==> config.mk <==
export PLATFORM = sky130hd
export DESIGN_NAME = lru_cache_index_flat
export DESIGN_NICKNAME = d
export VERILOG_FILES = /design/src/rtl/lci_pkg.sv /design/src/rtl/lci_req_if.sv /design/src/rtl/lci_rsp_if.sv /design/src/rtl/lci_cell.sv /design/src/rtl/lru_cache_index.sv /design/src/flat_wrapper.sv
export SDC_FILE = /design/constraint.sdc
export NUM_CORES = 2
export LEC_CHECK = 0
export BUFFER_PORTS_ARGS = -buffer_cell sky130_fd_sc_hd__buf_4
export CAP_MARGIN = 5
export CELL_PAD_IN_SITES_DETAIL_PLACEMENT = 0
export CELL_PAD_IN_SITES_GLOBAL_PLACEMENT = 1
export CORE_AREA = 2 2 411 413
export CTS_BUF_LIST = sky130_fd_sc_hd__clkbuf_2
export CTS_CLUSTER_SIZE = 25
export DETAILED_ROUTE_END_ITERATION = 8
export DIE_AREA = 0 0 413 415
export GPL_TIMING_DRIVEN = 0
export PLACE_DENSITY_LB_ADDON = 0.05
export SLEW_MARGIN = 20
export SYNTH_ARGS = -nofsm -noshare
export SYNTH_HDL_FRONTEND = slang
export SYNTH_HIERARCHICAL = 1
export SYNTH_SLANG_ARGS = --single-unit
==> constraint.sdc <==
create_clock -name clk -period 13.8 [get_ports clk]
set_clock_uncertainty 0.15 [all_clocks]
set_input_delay 0 -clock clk [delete_from_list [all_inputs] [get_ports clk]]
set_output_delay 0 -clock clk [all_outputs]
set_load 0.02 [all_outputs]
==> src/rtl/lci_pkg.sv <==
`timescale 1ns / 1ps
// lci_pkg: operation, status and cell command codes for the LRU cache index.
// No dependencies; used by the interfaces, lci_cell and lru_cache_index.
package lci_pkg;

    typedef enum logic [1:0] {
        FN_ADD    = 2'd0,
        FN_TOUCH  = 2'd1,
        FN_INVAL  = 2'd2,
        FN_OLDEST = 2'd3
    } func_e_t;

    typedef enum logic [2:0] {
        STS_OK      = 3'd0,
        STS_DUP     = 3'd1,
        STS_MISSING = 3'd2,
        STS_EMPTY   = 3'd3,
        STS_FULL    = 3'd4
    } status_e_t;

    // Command broadcast to every cell in the update cycle.
    typedef enum logic [1:0] {
        CO_NONE   = 2'd0,
        CO_INSERT = 2'd1,
        CO_TOUCH  = 2'd2,
        CO_DROP   = 2'd3
    } cell_op_e_t;

endpackage

==> src/rtl/lci_req_if.sv <==
`timescale 1ns / 1ps
// lci_req_if: request channel of the LRU cache index (valid/ready + payload).
// Depends on lci_pkg.
interface lci_req_if #(
    parameter int KEY_BITS     = 32,
    parameter int PAYLOAD_BITS = 32
);
    logic                     valid;
    logic                     ready;
    lci_pkg::func_e_t         func;
    logic [KEY_BITS-1:0]      key_in;
    logic [PAYLOAD_BITS-1:0]  payload_in;

    modport source (output valid, func, key_in, payload_in, input ready);
    modport sink   (input valid, func, key_in, payload_in, output ready);
endinterface

==> src/rtl/lci_rsp_if.sv <==
`timescale 1ns / 1ps
// lci_rsp_if: response channel of the LRU cache index (valid/ready + payload).
// Depends on lci_pkg.
interface lci_rsp_if #(
    parameter int KEY_BITS     = 32,
    parameter int PAYLOAD_BITS = 32,
    parameter int CNT_BITS     = 5
);
    logic                     valid;
    logic                     ready;
    lci_pkg::status_e_t       status;
    logic [KEY_BITS-1:0]      key_out;
    logic [PAYLOAD_BITS-1:0]  payload_out;
    logic [CNT_BITS-1:0]      fill_count;

    modport source (output valid, status, key_out, payload_out, fill_count, input ready);
    modport sink   (input valid, status, key_out, payload_out, fill_count, output ready);
endinterface

==> src/rtl/lci_cell.sv <==
`timescale 1ns / 1ps
// lci_cell: one table slot - key, payload, valid mark and recency rank.
// Depends on lci_pkg; instanced once per slot by lru_cache_index.
module lci_cell #(
    parameter int KEY_BITS     = 32,
    parameter int PAYLOAD_BITS = 32,
    parameter int RANK_BITS    = 4
) (
    input  logic                     clk,
    input  logic                     rst_n,
    input  lci_pkg::cell_op_e_t      op,
    input  logic                     sel,
    input  logic [RANK_BITS-1:0]     ref_rank,
    input  logic [KEY_BITS-1:0]      key,
    input  logic [PAYLOAD_BITS-1:0]  payload,
    output logic                     hit,
    output logic                     valid,
    output logic [RANK_BITS-1:0]     rank,
    output logic [KEY_BITS-1:0]      key_q,
    output logic [PAYLOAD_BITS-1:0]  payload_q
);
    import lci_pkg::*;

    logic                    valid_reg, valid_next;
    logic [RANK_BITS-1:0]    rank_reg, rank_next;
    logic [KEY_BITS-1:0]     key_reg;
    logic [PAYLOAD_BITS-1:0] payload_reg;

    assign hit       = valid_reg && (key_reg == key);
    assign valid     = valid_reg;
    assign rank      = rank_reg;
    assign key_q     = key_reg;
    assign payload_q = payload_reg;

    always_comb
    begin
        valid_next = valid_reg;
        rank_next  = rank_reg;
        unique case (op)
            CO_NONE:
            begin
            end
            CO_INSERT:
            begin
                if (sel)
                begin
                    valid_next = 1'b1;
                    rank_next  = '0;
                end
                else if (valid_reg)
                    rank_next = rank_reg + RANK_BITS'(1);
            end
            CO_TOUCH:
            begin
                if (sel)
                    rank_next = '0;
                else if (valid_reg && rank_reg < ref_rank)
                    rank_next = rank_reg + RANK_BITS'(1);
            end
            CO_DROP:
            begin
                if (sel)
                begin
                    valid_next = 1'b0;
                    rank_next  = '0;
                end
                else if (valid_reg && rank_reg > ref_rank)
                    rank_next = rank_reg - RANK_BITS'(1);
            end
            default:
            begin
            end
        endcase
    end

    always_ff @(posedge clk or negedge rst_n)
    begin
        if (!rst_n)
        begin
            valid_reg <= 1'b0;
            rank_reg  <= '0;
        end
        else
        begin
            valid_reg <= valid_next;
            rank_reg  <= rank_next;
        end
    end

    // key/payload need no reset; only read while valid
    always_ff @(posedge clk)
    begin
        if (op == CO_INSERT && sel)
        begin
            key_reg     <= key;
            payload_reg <= payload;
        end
    end

endmodule

==> src/rtl/lru_cache_index.sv <==
`timescale 1ns / 1ps
// lru_cache_index: recency-ordered key/payload table built as a row of lci_cell slots.
// Depends on lci_pkg, lci_req_if, lci_rsp_if and lci_cell.
//
//  channel | dir | handshake   | payload
//  --------+-----+-------------+--------------------------------------------
//  req     | in  | valid/ready | func, key_in, payload_in
//  rsp     | out | valid/ready | status, key_out, payload_out, fill_count
//
// Each request passes through a lookup cycle (every cell compares its key,
// the oldest and lowest free slot are picked) and an update cycle (the command
// is broadcast to the row of cells and the response register is loaded).
// A new request is taken in the update cycle, so a following request is accepted
// while the last one is still being committed to the cell row.
// Reset clears every valid mark, rank and the fill count at once.
// A stalled response holds the block in its update cycle until rsp.ready.
module lru_cache_index #(
    parameter int ENTRIES      = 16,
    parameter int KEY_BITS     = 32,
    parameter int PAYLOAD_BITS = 32
) (
    input  logic     clk,
    input  logic     rst_n,
    lci_req_if.sink  req,
    lci_rsp_if.source rsp
);
    import lci_pkg::*;

    localparam int RANK_BITS = (ENTRIES > 1) ? $clog2(ENTRIES) : 1;
    localparam int CNT_BITS  = $clog2(ENTRIES + 1);

    typedef enum logic [2:0] {
        S_IDLE = 3'b001,
        S_LOOK = 3'b010,
        S_UPD  = 3'b100
    } state_t;

    state_t state_reg, state_next;

    // request holding registers
    func_e_t                 func_reg;
    logic [KEY_BITS-1:0]     key_reg;
    logic [PAYLOAD_BITS-1:0] payload_reg;

    // decision taken in the lookup cycle
    cell_op_e_t              op_reg, op_next;
    logic [ENTRIES-1:0]      sel_reg, sel_next;
    logic [RANK_BITS-1:0]    ref_rank_reg, ref_rank_next;
    status_e_t               status_reg, status_next;
    logic [KEY_BITS-1:0]     kout_reg, kout_next;
    logic [PAYLOAD_BITS-1:0] pout_reg, pout_next;
    logic [CNT_BITS-1:0]     cnt_new_reg, cnt_new_next;

    logic [CNT_BITS-1:0]     count_reg;

    // response register
    logic                    out_valid_reg;
    status_e_t               out_status_reg;
    logic [KEY_BITS-1:0]     out_key_reg;
    logic [PAYLOAD_BITS-1:0] out_pay_reg;
    logic [CNT_BITS-1:0]     out_cnt_reg;

    // cell row
    cell_op_e_t              cell_op;
    logic [ENTRIES-1:0]      hit_vec, valid_vec, free_vec, free_oh, oldest_vec;
    logic [RANK_BITS-1:0]    rank_arr [ENTRIES];
    logic [KEY_BITS-1:0]     ckey_arr [ENTRIES];
    logic [PAYLOAD_BITS-1:0] cpay_arr [ENTRIES];

    logic                    out_free, accept, finish;
    logic                    hit_any;
    logic [CNT_BITS-1:0]     count_m1;
    logic [RANK_BITS-1:0]    old_rank, hit_rank;
    logic [PAYLOAD_BITS-1:0] hit_pay, old_pay;
    logic [KEY_BITS-1:0]     old_key;

    assign out_free  = !out_valid_reg || rsp.ready;
    assign finish    = (state_reg == S_UPD) && out_free;
    assign req.ready = (state_reg == S_IDLE) || finish;
    assign accept    = req.valid && req.ready;
    assign cell_op   = finish ? op_reg : CO_NONE;

    genvar gi;
    generate
        for (gi = 0; gi < ENTRIES; gi++)
        begin : g_cell
            lci_cell #(
                .KEY_BITS     (KEY_BITS),
                .PAYLOAD_BITS (PAYLOAD_BITS),
                .RANK_BITS    (RANK_BITS)
            ) u_cell (
                .clk       (clk),
                .rst_n     (rst_n),
                .op        (cell_op),
                .sel       (sel_reg[gi]),
                .ref_rank  (ref_rank_reg),
                .key       (key_reg),
                .payload   (payload_reg),
                .hit       (hit_vec[gi]),
                .valid     (valid_vec[gi]),
                .rank      (rank_arr[gi]),
                .key_q     (ckey_arr[gi]),
                .payload_q (cpay_arr[gi])
            );
        end
    endgenerate

    // Ranks of the valid cells always form 0..count-1, so the oldest entry is
    // simply the valid cell whose rank equals count-1.
    assign count_m1 = count_reg - {{(CNT_BITS-1){1'b0}}, 1'b1};
    assign old_rank = count_m1[RANK_BITS-1:0];
    assign free_vec = ~valid_vec;
    assign free_oh  = free_vec & (~free_vec + {{(ENTRIES-1){1'b0}}, 1'b1});
    assign hit_any  = |hit_vec;

    always_comb
    begin
        hit_rank = '0;
        hit_pay  = '0;
        old_key  = '0;
        old_pay  = '0;
        for (int i = 0; i < ENTRIES; i++)
        begin
            oldest_vec[i] = valid_vec[i] && (rank_arr[i] == old_rank);
            if (hit_vec[i])
            begin
                hit_rank = hit_rank | rank_arr[i];
                hit_pay  = hit_pay | cpay_arr[i];
            end
            if (oldest_vec[i])
            begin
                old_key = old_key | ckey_arr[i];
                old_pay = old_pay | cpay_arr[i];
            end
        end
    end

    // lookup decision
    always_comb
    begin
        op_next       = CO_NONE;
        sel_next      = '0;
        ref_rank_next = '0;
        status_next   = STS_OK;
        kout_next     = '0;
        pout_next     = '0;
        cnt_new_next  = count_reg;
        unique case (func_reg)
            FN_ADD:
            begin
                // duplicate check ahead of full check
                if (hit_any)
                    status_next = STS_DUP;
                else if (count_reg == CNT_BITS'(ENTRIES))
                    status_next = STS_FULL;
                else
                begin
                    op_next      = CO_INSERT;
                    sel_next     = free_oh;
                    cnt_new_next = count_reg + {{(CNT_BITS-1){1'b0}}, 1'b1};
                end
            end
            FN_TOUCH:
            begin
                if (!hit_any)
                    status_next = STS_MISSING;
                else
                begin
                    op_next       = CO_TOUCH;
                    sel_next      = hit_vec;
                    ref_rank_next = hit_rank;
                end
            end
            FN_INVAL:
            begin
                if (!hit_any)
                    status_next = STS_MISSING;
                else
                begin
                    op_next       = CO_DROP;
                    sel_next      = hit_vec;
                    ref_rank_next = hit_rank;
                    pout_next     = hit_pay;
                    cnt_new_next  = count_m1;
                end
            end
            FN_OLDEST:
            begin
                if (count_reg == '0)
                    status_next = STS_EMPTY;
                else
                begin
                    op_next       = CO_DROP;
                    sel_next      = oldest_vec;
                    ref_rank_next = old_rank;
                    kout_next     = old_key;
                    pout_next     = old_pay;
                    cnt_new_next  = count_m1;
                end
            end
            default:
            begin
            end
        endcase
    end

    always_comb
    begin
        state_next = state_reg;
        unique case (state_reg)
            S_IDLE:
                if (accept)
                    state_next = S_LOOK;
            S_LOOK:
                state_next = S_UPD;
            S_UPD:
                if (finish)
                    state_next = accept ? S_LOOK : S_IDLE;
            default:
                state_next = S_IDLE;
        endcase
    end

    always_ff @(posedge clk or negedge rst_n)
    begin
        if (!rst_n)
        begin
            state_reg     <= S_IDLE;
            count_reg     <= '0;
            out_valid_reg <= 1'b0;
        end
        else
        begin
            state_reg <= state_next;
            if (finish)
            begin
                count_reg     <= cnt_new_reg;
                out_valid_reg <= 1'b1;
            end
            else if (rsp.ready)
                out_valid_reg <= 1'b0;
        end
    end

    // payload registers
    always_ff @(posedge clk)
    begin
        if (accept)
        begin
            func_reg    <= req.func;
            key_reg     <= req.key_in;
            payload_reg <= req.payload_in;
        end
        if (state_reg == S_LOOK)
        begin
            op_reg       <= op_next;
            sel_reg      <= sel_next;
            ref_rank_reg <= ref_rank_next;
            status_reg   <= status_next;
            kout_reg     <= kout_next;
            pout_reg     <= pout_next;
            cnt_new_reg  <= cnt_new_next;
        end
        if (finish)
        begin
            out_status_reg <= status_reg;
            out_key_reg    <= kout_reg;
            out_pay_reg    <= pout_reg;
            out_cnt_reg    <= cnt_new_reg;
        end
    end

    assign rsp.valid       = out_valid_reg;
    assign rsp.status      = out_status_reg;
    assign rsp.key_out     = out_key_reg;
    assign rsp.payload_out = out_pay_reg;
    assign rsp.fill_count  = out_cnt_reg;

endmodule
==> src/flat_wrapper.sv <==
// flat-port wrapper written by rule: the top's interface ports become plain ports
module lru_cache_index_flat import lci_pkg::*;
#(
    parameter int ENTRIES      = 16,
    parameter int KEY_BITS     = 32,
    parameter int PAYLOAD_BITS = 32
)
  (clk, rst_n, req_valid, req_func, req_key_in, req_payload_in, req_ready, rsp_valid, rsp_status, rsp_key_out, rsp_payload_out, rsp_fill_count, rsp_ready);
  lci_req_if #(.KEY_BITS(KEY_BITS), .PAYLOAD_BITS(PAYLOAD_BITS)) req_i ();
  lci_rsp_if #(.KEY_BITS(KEY_BITS), .PAYLOAD_BITS(PAYLOAD_BITS)) rsp_i ();
  input  logic clk;
  input  logic rst_n;
  input wire logic [$bits(req_i.valid)-1:0] req_valid;
  input wire logic [$bits(req_i.func)-1:0] req_func;
  input wire logic [$bits(req_i.key_in)-1:0] req_key_in;
  input wire logic [$bits(req_i.payload_in)-1:0] req_payload_in;
  output wire logic [$bits(req_i.ready)-1:0] req_ready;
  output wire logic [$bits(rsp_i.valid)-1:0] rsp_valid;
  output wire logic [$bits(rsp_i.status)-1:0] rsp_status;
  output wire logic [$bits(rsp_i.key_out)-1:0] rsp_key_out;
  output wire logic [$bits(rsp_i.payload_out)-1:0] rsp_payload_out;
  output wire logic [$bits(rsp_i.fill_count)-1:0] rsp_fill_count;
  input wire logic [$bits(rsp_i.ready)-1:0] rsp_ready;
  assign req_i.valid = req_valid;
  assign req_i.func = req_func;
  assign req_i.key_in = req_key_in;
  assign req_i.payload_in = req_payload_in;
  assign req_ready = req_i.ready;
  assign rsp_valid = rsp_i.valid;
  assign rsp_status = rsp_i.status;
  assign rsp_key_out = rsp_i.key_out;
  assign rsp_payload_out = rsp_i.payload_out;
  assign rsp_fill_count = rsp_i.fill_count;
  assign rsp_i.ready = rsp_ready;
  lru_cache_index #(.ENTRIES(ENTRIES), .KEY_BITS(KEY_BITS), .PAYLOAD_BITS(PAYLOAD_BITS)) u_core (.clk(clk), .rst_n(rst_n), .req(req_i), .rsp(rsp_i));
endmodule
==> run_results.csv <==
group,metric,value,unit
outcome,status,"completed",
drt,detailedRoute.firstIterationViolations,7151,
worst_setup_path,critical_path.endpoint_type,"flip-flop",
synthesis,post_synth_fa_ha_maj_area_fraction,0.03013,
global_routing,grt_start_max_net_pins,61,
synthesis,synth.distinct_cells,60,
worst_setup_path,timing.reg2reg.worst_path_depth,11,
layout,layout.core_utilization,0.4529,
timing,setup_slack,6.117,ns
placement,post-place-cells,6925,
placement,dp_slack,6.750,ns
synthesis,synth_enable_flop_cells,1256,
synthesis,synth-warning-count,6,
clocking,clock_tree_from_tritoncts,"built",
drt,post-route-drc-count,0,
layout,final_layout_size_suffix_gt1_frac,0.2013,
placement,dp_hpwl,186800,um
clocking,insertion_delay,1.99,ns
drt,route.detailed.wl_per_inst,36.41,um
timing,hold_slack,0.1556,ns
floorplan,io-pin-count,144,
drt,first_pass_iters,7,
timing,grt_setup_unrepaired,"no",
synthesis,postSynthAreaPerCell,14.14,um^2
synthesis,synth_nets,4685,
worst_setup_path,r2r_setup_slack,6.12,ns
timing,totalNegativeSetupSlack,0,ns
timing,highest_achievable_clock_rate,130.2,MHz
clocking,clock-root-buffer,"sky130_fd_sc_hd__clkbuf_2",
layout,multiInputGateArea,0.02173,mm^2
synthesis,netlist_instances,4463,
global_routing,grt_antenna_before_repair,27,
drt,viasPerCell,6.194,
placement,gpl.final_weighted_congestion,0.8994,
timing,max_slew.worst_pin.slew,1.378,ns
pwr,peakVddDrop,103.3,uV
placement,numPortBuffers,143,
synthesis,synth_compound_area_frac,0.1441,
pwr,leakage,0.02567,uW
floorplan,floorplan.rows,150,
global_routing,wire_length_of_the_first_global_routing_pass,385600,um
floorplan,starting_utilization_of_the_core_area,0.3788,
layout,register_area,0.03994,mm^2
clocking,cts.reportedPaths.clkPinSlew,0.12,ns
worst_setup_path,worstReg2RegEnd,"u_core/pout_reg[30]",
timing,period_minus_slack,7.683,ns
floorplan,die_width,413,um
worst_setup_path,critical_path_arrival,9.05,ns
clocking,cts_max_path_buffers,4,
synthesis,synth_top_family_by_area,"compound AO/OA/AOI/OAI gates",
clocking,numClockSinks,1345,
floorplan,core_region_area,0.1667,mm^2
timing,finalHoldViolations,0,
global_routing,globalRoute.totalOverflow,0,
timing,final_max_slew_viol_count,0,
synthesis,syn_area,0.06313,mm^2
drt,antenna_violating_nets_post_route,0,
layout,final_cells,7870,
worst_setup_path,worstReg2RegStart,"u_core/key_reg[15]",
pwr,power_per_cell_area,144.1,mW/mm^2
global_routing,first_global_vias,47028,
global_routing,globalRouteTotalUtil,0.3275,
synthesis,ys_dominant_reg_cell,"sky130_fd_sc_hd__edfxtp_1",
timing,min_period_over_period,0.5567,
layout,layout-area-overhead-vs-synth,19.58,%
clocking,htree_levels,5,
layout,n_fill_cell,15303,
synthesis,synth_seq_area_share,0.6328,
timing,max-slew-margin-rel,0.08113,
worst_setup_path,category_of_the_critical_setup_timing_path,"flip-flop to flip-flop",
floorplan,die_height,415,um
layout,final_net_count,5611,
synthesis,synth_seq_cells,1345,
synthesis,post_synth_and_or_nand_nor_area_fraction,0.07415,
clocking,cts_buffers,387,
drt,vias,48750,
synthesis,synth_xor_area_frac,0.08602,
floorplan,die_area,0.1714,mm^2
worst_setup_path,worst-endpoint-required,15.17,ns
min_path,hp-class,"input pin to async pin",
worst_setup_path,timing.critical_path.from_type,"flip-flop",
worst_setup_path,critical_path_peak_fanout,18,
synthesis,synthArstFlopShare,0.06617,
timing,setup_viol,0,
drt,finalWirelength,286600,um
run,maxCapViolations,0,
synthesis,synthMuxAreaShare,0.008602,
-- placed cells by master, fill, tap and decap left out, types with 17 or more instances in the layout --
master / instances
sky130_fd_sc_hd__edfxtp_1: 1256
sky130_fd_sc_hd__buf_8: 49
sky130_fd_sc_hd__a22oi_1: 521
sky130_fd_sc_hd__dlygate4sd3_1: 278
sky130_fd_sc_hd__o21bai_1: 17
sky130_fd_sc_hd__and2_4: 19
sky130_fd_sc_hd__ha_1: 152
sky130_fd_sc_hd__mux2_2: 34
sky130_fd_sc_hd__buf_12: 31
sky130_fd_sc_hd__xor2_1: 107
sky130_fd_sc_hd__clkbuf_1: 29
sky130_fd_sc_hd__nor4_1: 51
sky130_fd_sc_hd__clkbuf_2: 616
sky130_fd_sc_hd__nand2_1: 119
sky130_fd_sc_hd__a21o_1: 17
sky130_fd_sc_hd__a21oi_1: 52
sky130_fd_sc_hd__xnor2_1: 470
sky130_fd_sc_hd__inv_1: 122
sky130_fd_sc_hd__and3_1: 38
sky130_fd_sc_hd__nor3_1: 43
sky130_fd_sc_hd__clkinv_2: 18
sky130_fd_sc_hd__or4_1: 32
sky130_fd_sc_hd__buf_16: 35
sky130_fd_sc_hd__nand3_1: 85
sky130_fd_sc_hd__a22o_1: 143
sky130_fd_sc_hd__nor2_1: 106
sky130_fd_sc_hd__buf_2: 79
sky130_fd_sc_hd__o22ai_1: 34
sky130_fd_sc_hd__o21ai_0: 22
sky130_fd_sc_hd__a221oi_1: 160
sky130_fd_sc_hd__clkinv_1: 79
sky130_fd_sc_hd__o21a_1: 32
sky130_fd_sc_hd__buf_4: 148
sky130_fd_sc_hd__dfrtp_1: 88
sky130_fd_sc_hd__nand4_1: 199
sky130_fd_sc_hd__buf_6: 23
sky130_fd_sc_hd__a31oi_1: 65
sky130_fd_sc_hd__nor2b_1: 82
-- layer usage --
metal  part of all wire  wire [um]  up-vias  track usage
li1                   -          -    20008            -
met1               0.41     118000    24802       0.4528
met2               0.43     123700     3266       0.4798
met3               0.11      32290      664      0.09697
met4              0.043      12200       10       0.1304
met5             0.0011        320        -     0.005936
-- power by group --
part	internal [uW]	switching, uW	total [uW]
clock network	1080	1810	2890
registers	4870	527	5400
logic	1000	1590	2590
-- Yosys cell counts, drive strengths merged (107+ instances only) --
cell type  number  share of area
nand4         199          0.020
a221oi        176          0.026
edfxtp       1256           0.60
a22oi         521          0.062
nand2         119         0.0071
inv           122         0.0073
nor2          107         0.0064
buf           119          0.011
ha            152          0.030
xnor2         470          0.065
a22o          143          0.020
xor2          108          0.015
-- cell type report --
cell class / count / share of cell area
clock buffers: 548 / 0.03633
flip-flops and latches: 1345 / 0.5292
multi-input cells: 2780 / 0.2879
inverters: 122 / 0.006067
diodes: 14 / 0.0004641
repair buffers: 537 / 0.08201
well taps: 2204 / 0.03653
clock inverters: 104 / 0.005884
plain buffers: 216 / 0.01561
-- worst max path at each step --
stage / startpoint / end / slack [ns] / cells past startpoint
after global placement: u_core/rsp.valid / u_core/g_cell[14].u_cell/payload_q[10] / 0.46 / 6
after CTS: u_core/key_reg[15] / u_core/pout_reg[30] / 6.71 / 11
after detailed placement: u_core/key_reg[15] / u_core/pout_reg[30] / 6.75 / 11
after floorplan: u_core/rsp.valid / u_core/g_cell[0].u_cell/key_q[0] / 7.07 / 6
after global routing: u_core/key_reg[15] / u_core/pout_reg[30] / 6.57 / 11
final: u_core/key_reg[15] / u_core/pout_reg[30] / 6.12 / 11
-- logic make-up after synthesis --
group / count (synthesis)
muxes: 50
AOI/OAI and AO/OA: 1159
buffers and inverters: 338
adders and majority gates: 152
and+or+nand+nor: 825
xor gates and xnor gates: 594
DFF: 1345
-- worst max-delay path, cell delays in order, from the launching register on --
cell and delay, ns:
sky130_fd_sc_hd__edfxtp_1 0.71, sky130_fd_sc_hd__buf_8 0.29, sky130_fd_sc_hd__xnor2_1 0.33, sky130_fd_sc_hd__nand4_1 0.29, sky130_fd_sc_hd__nor4_1 0.95, sky130_fd_sc_hd__nand4_1 0.51
sky130_fd_sc_hd__nor4_1 0.64, sky130_fd_sc_hd__nor4_1 0.16, sky130_fd_sc_hd__nand4_1 0.76, sky130_fd_sc_hd__nand2_1 0.81, sky130_fd_sc_hd__clkbuf_1 0.68, sky130_fd_sc_hd__o22ai_1 1.02
-- stage by stage --
step / instance area, um^2 / total power [uW]
finish: 75490 / 10880
global route: 75470 / 11310
CTS: 75450 / 10880
detailed placement: 69460 / 7943
global placement: 66960 / 7806
floorplan: 63130 / 6702
-- timing repair --
item / CTS / global route
endpoints found under the hold margin: 464 / 0
hold buffers: 279 / 0
gates resized for setup: 0 / 0
setup buffers: 0 / 0
No activity file was read; power rests on OpenSTA's default activity.
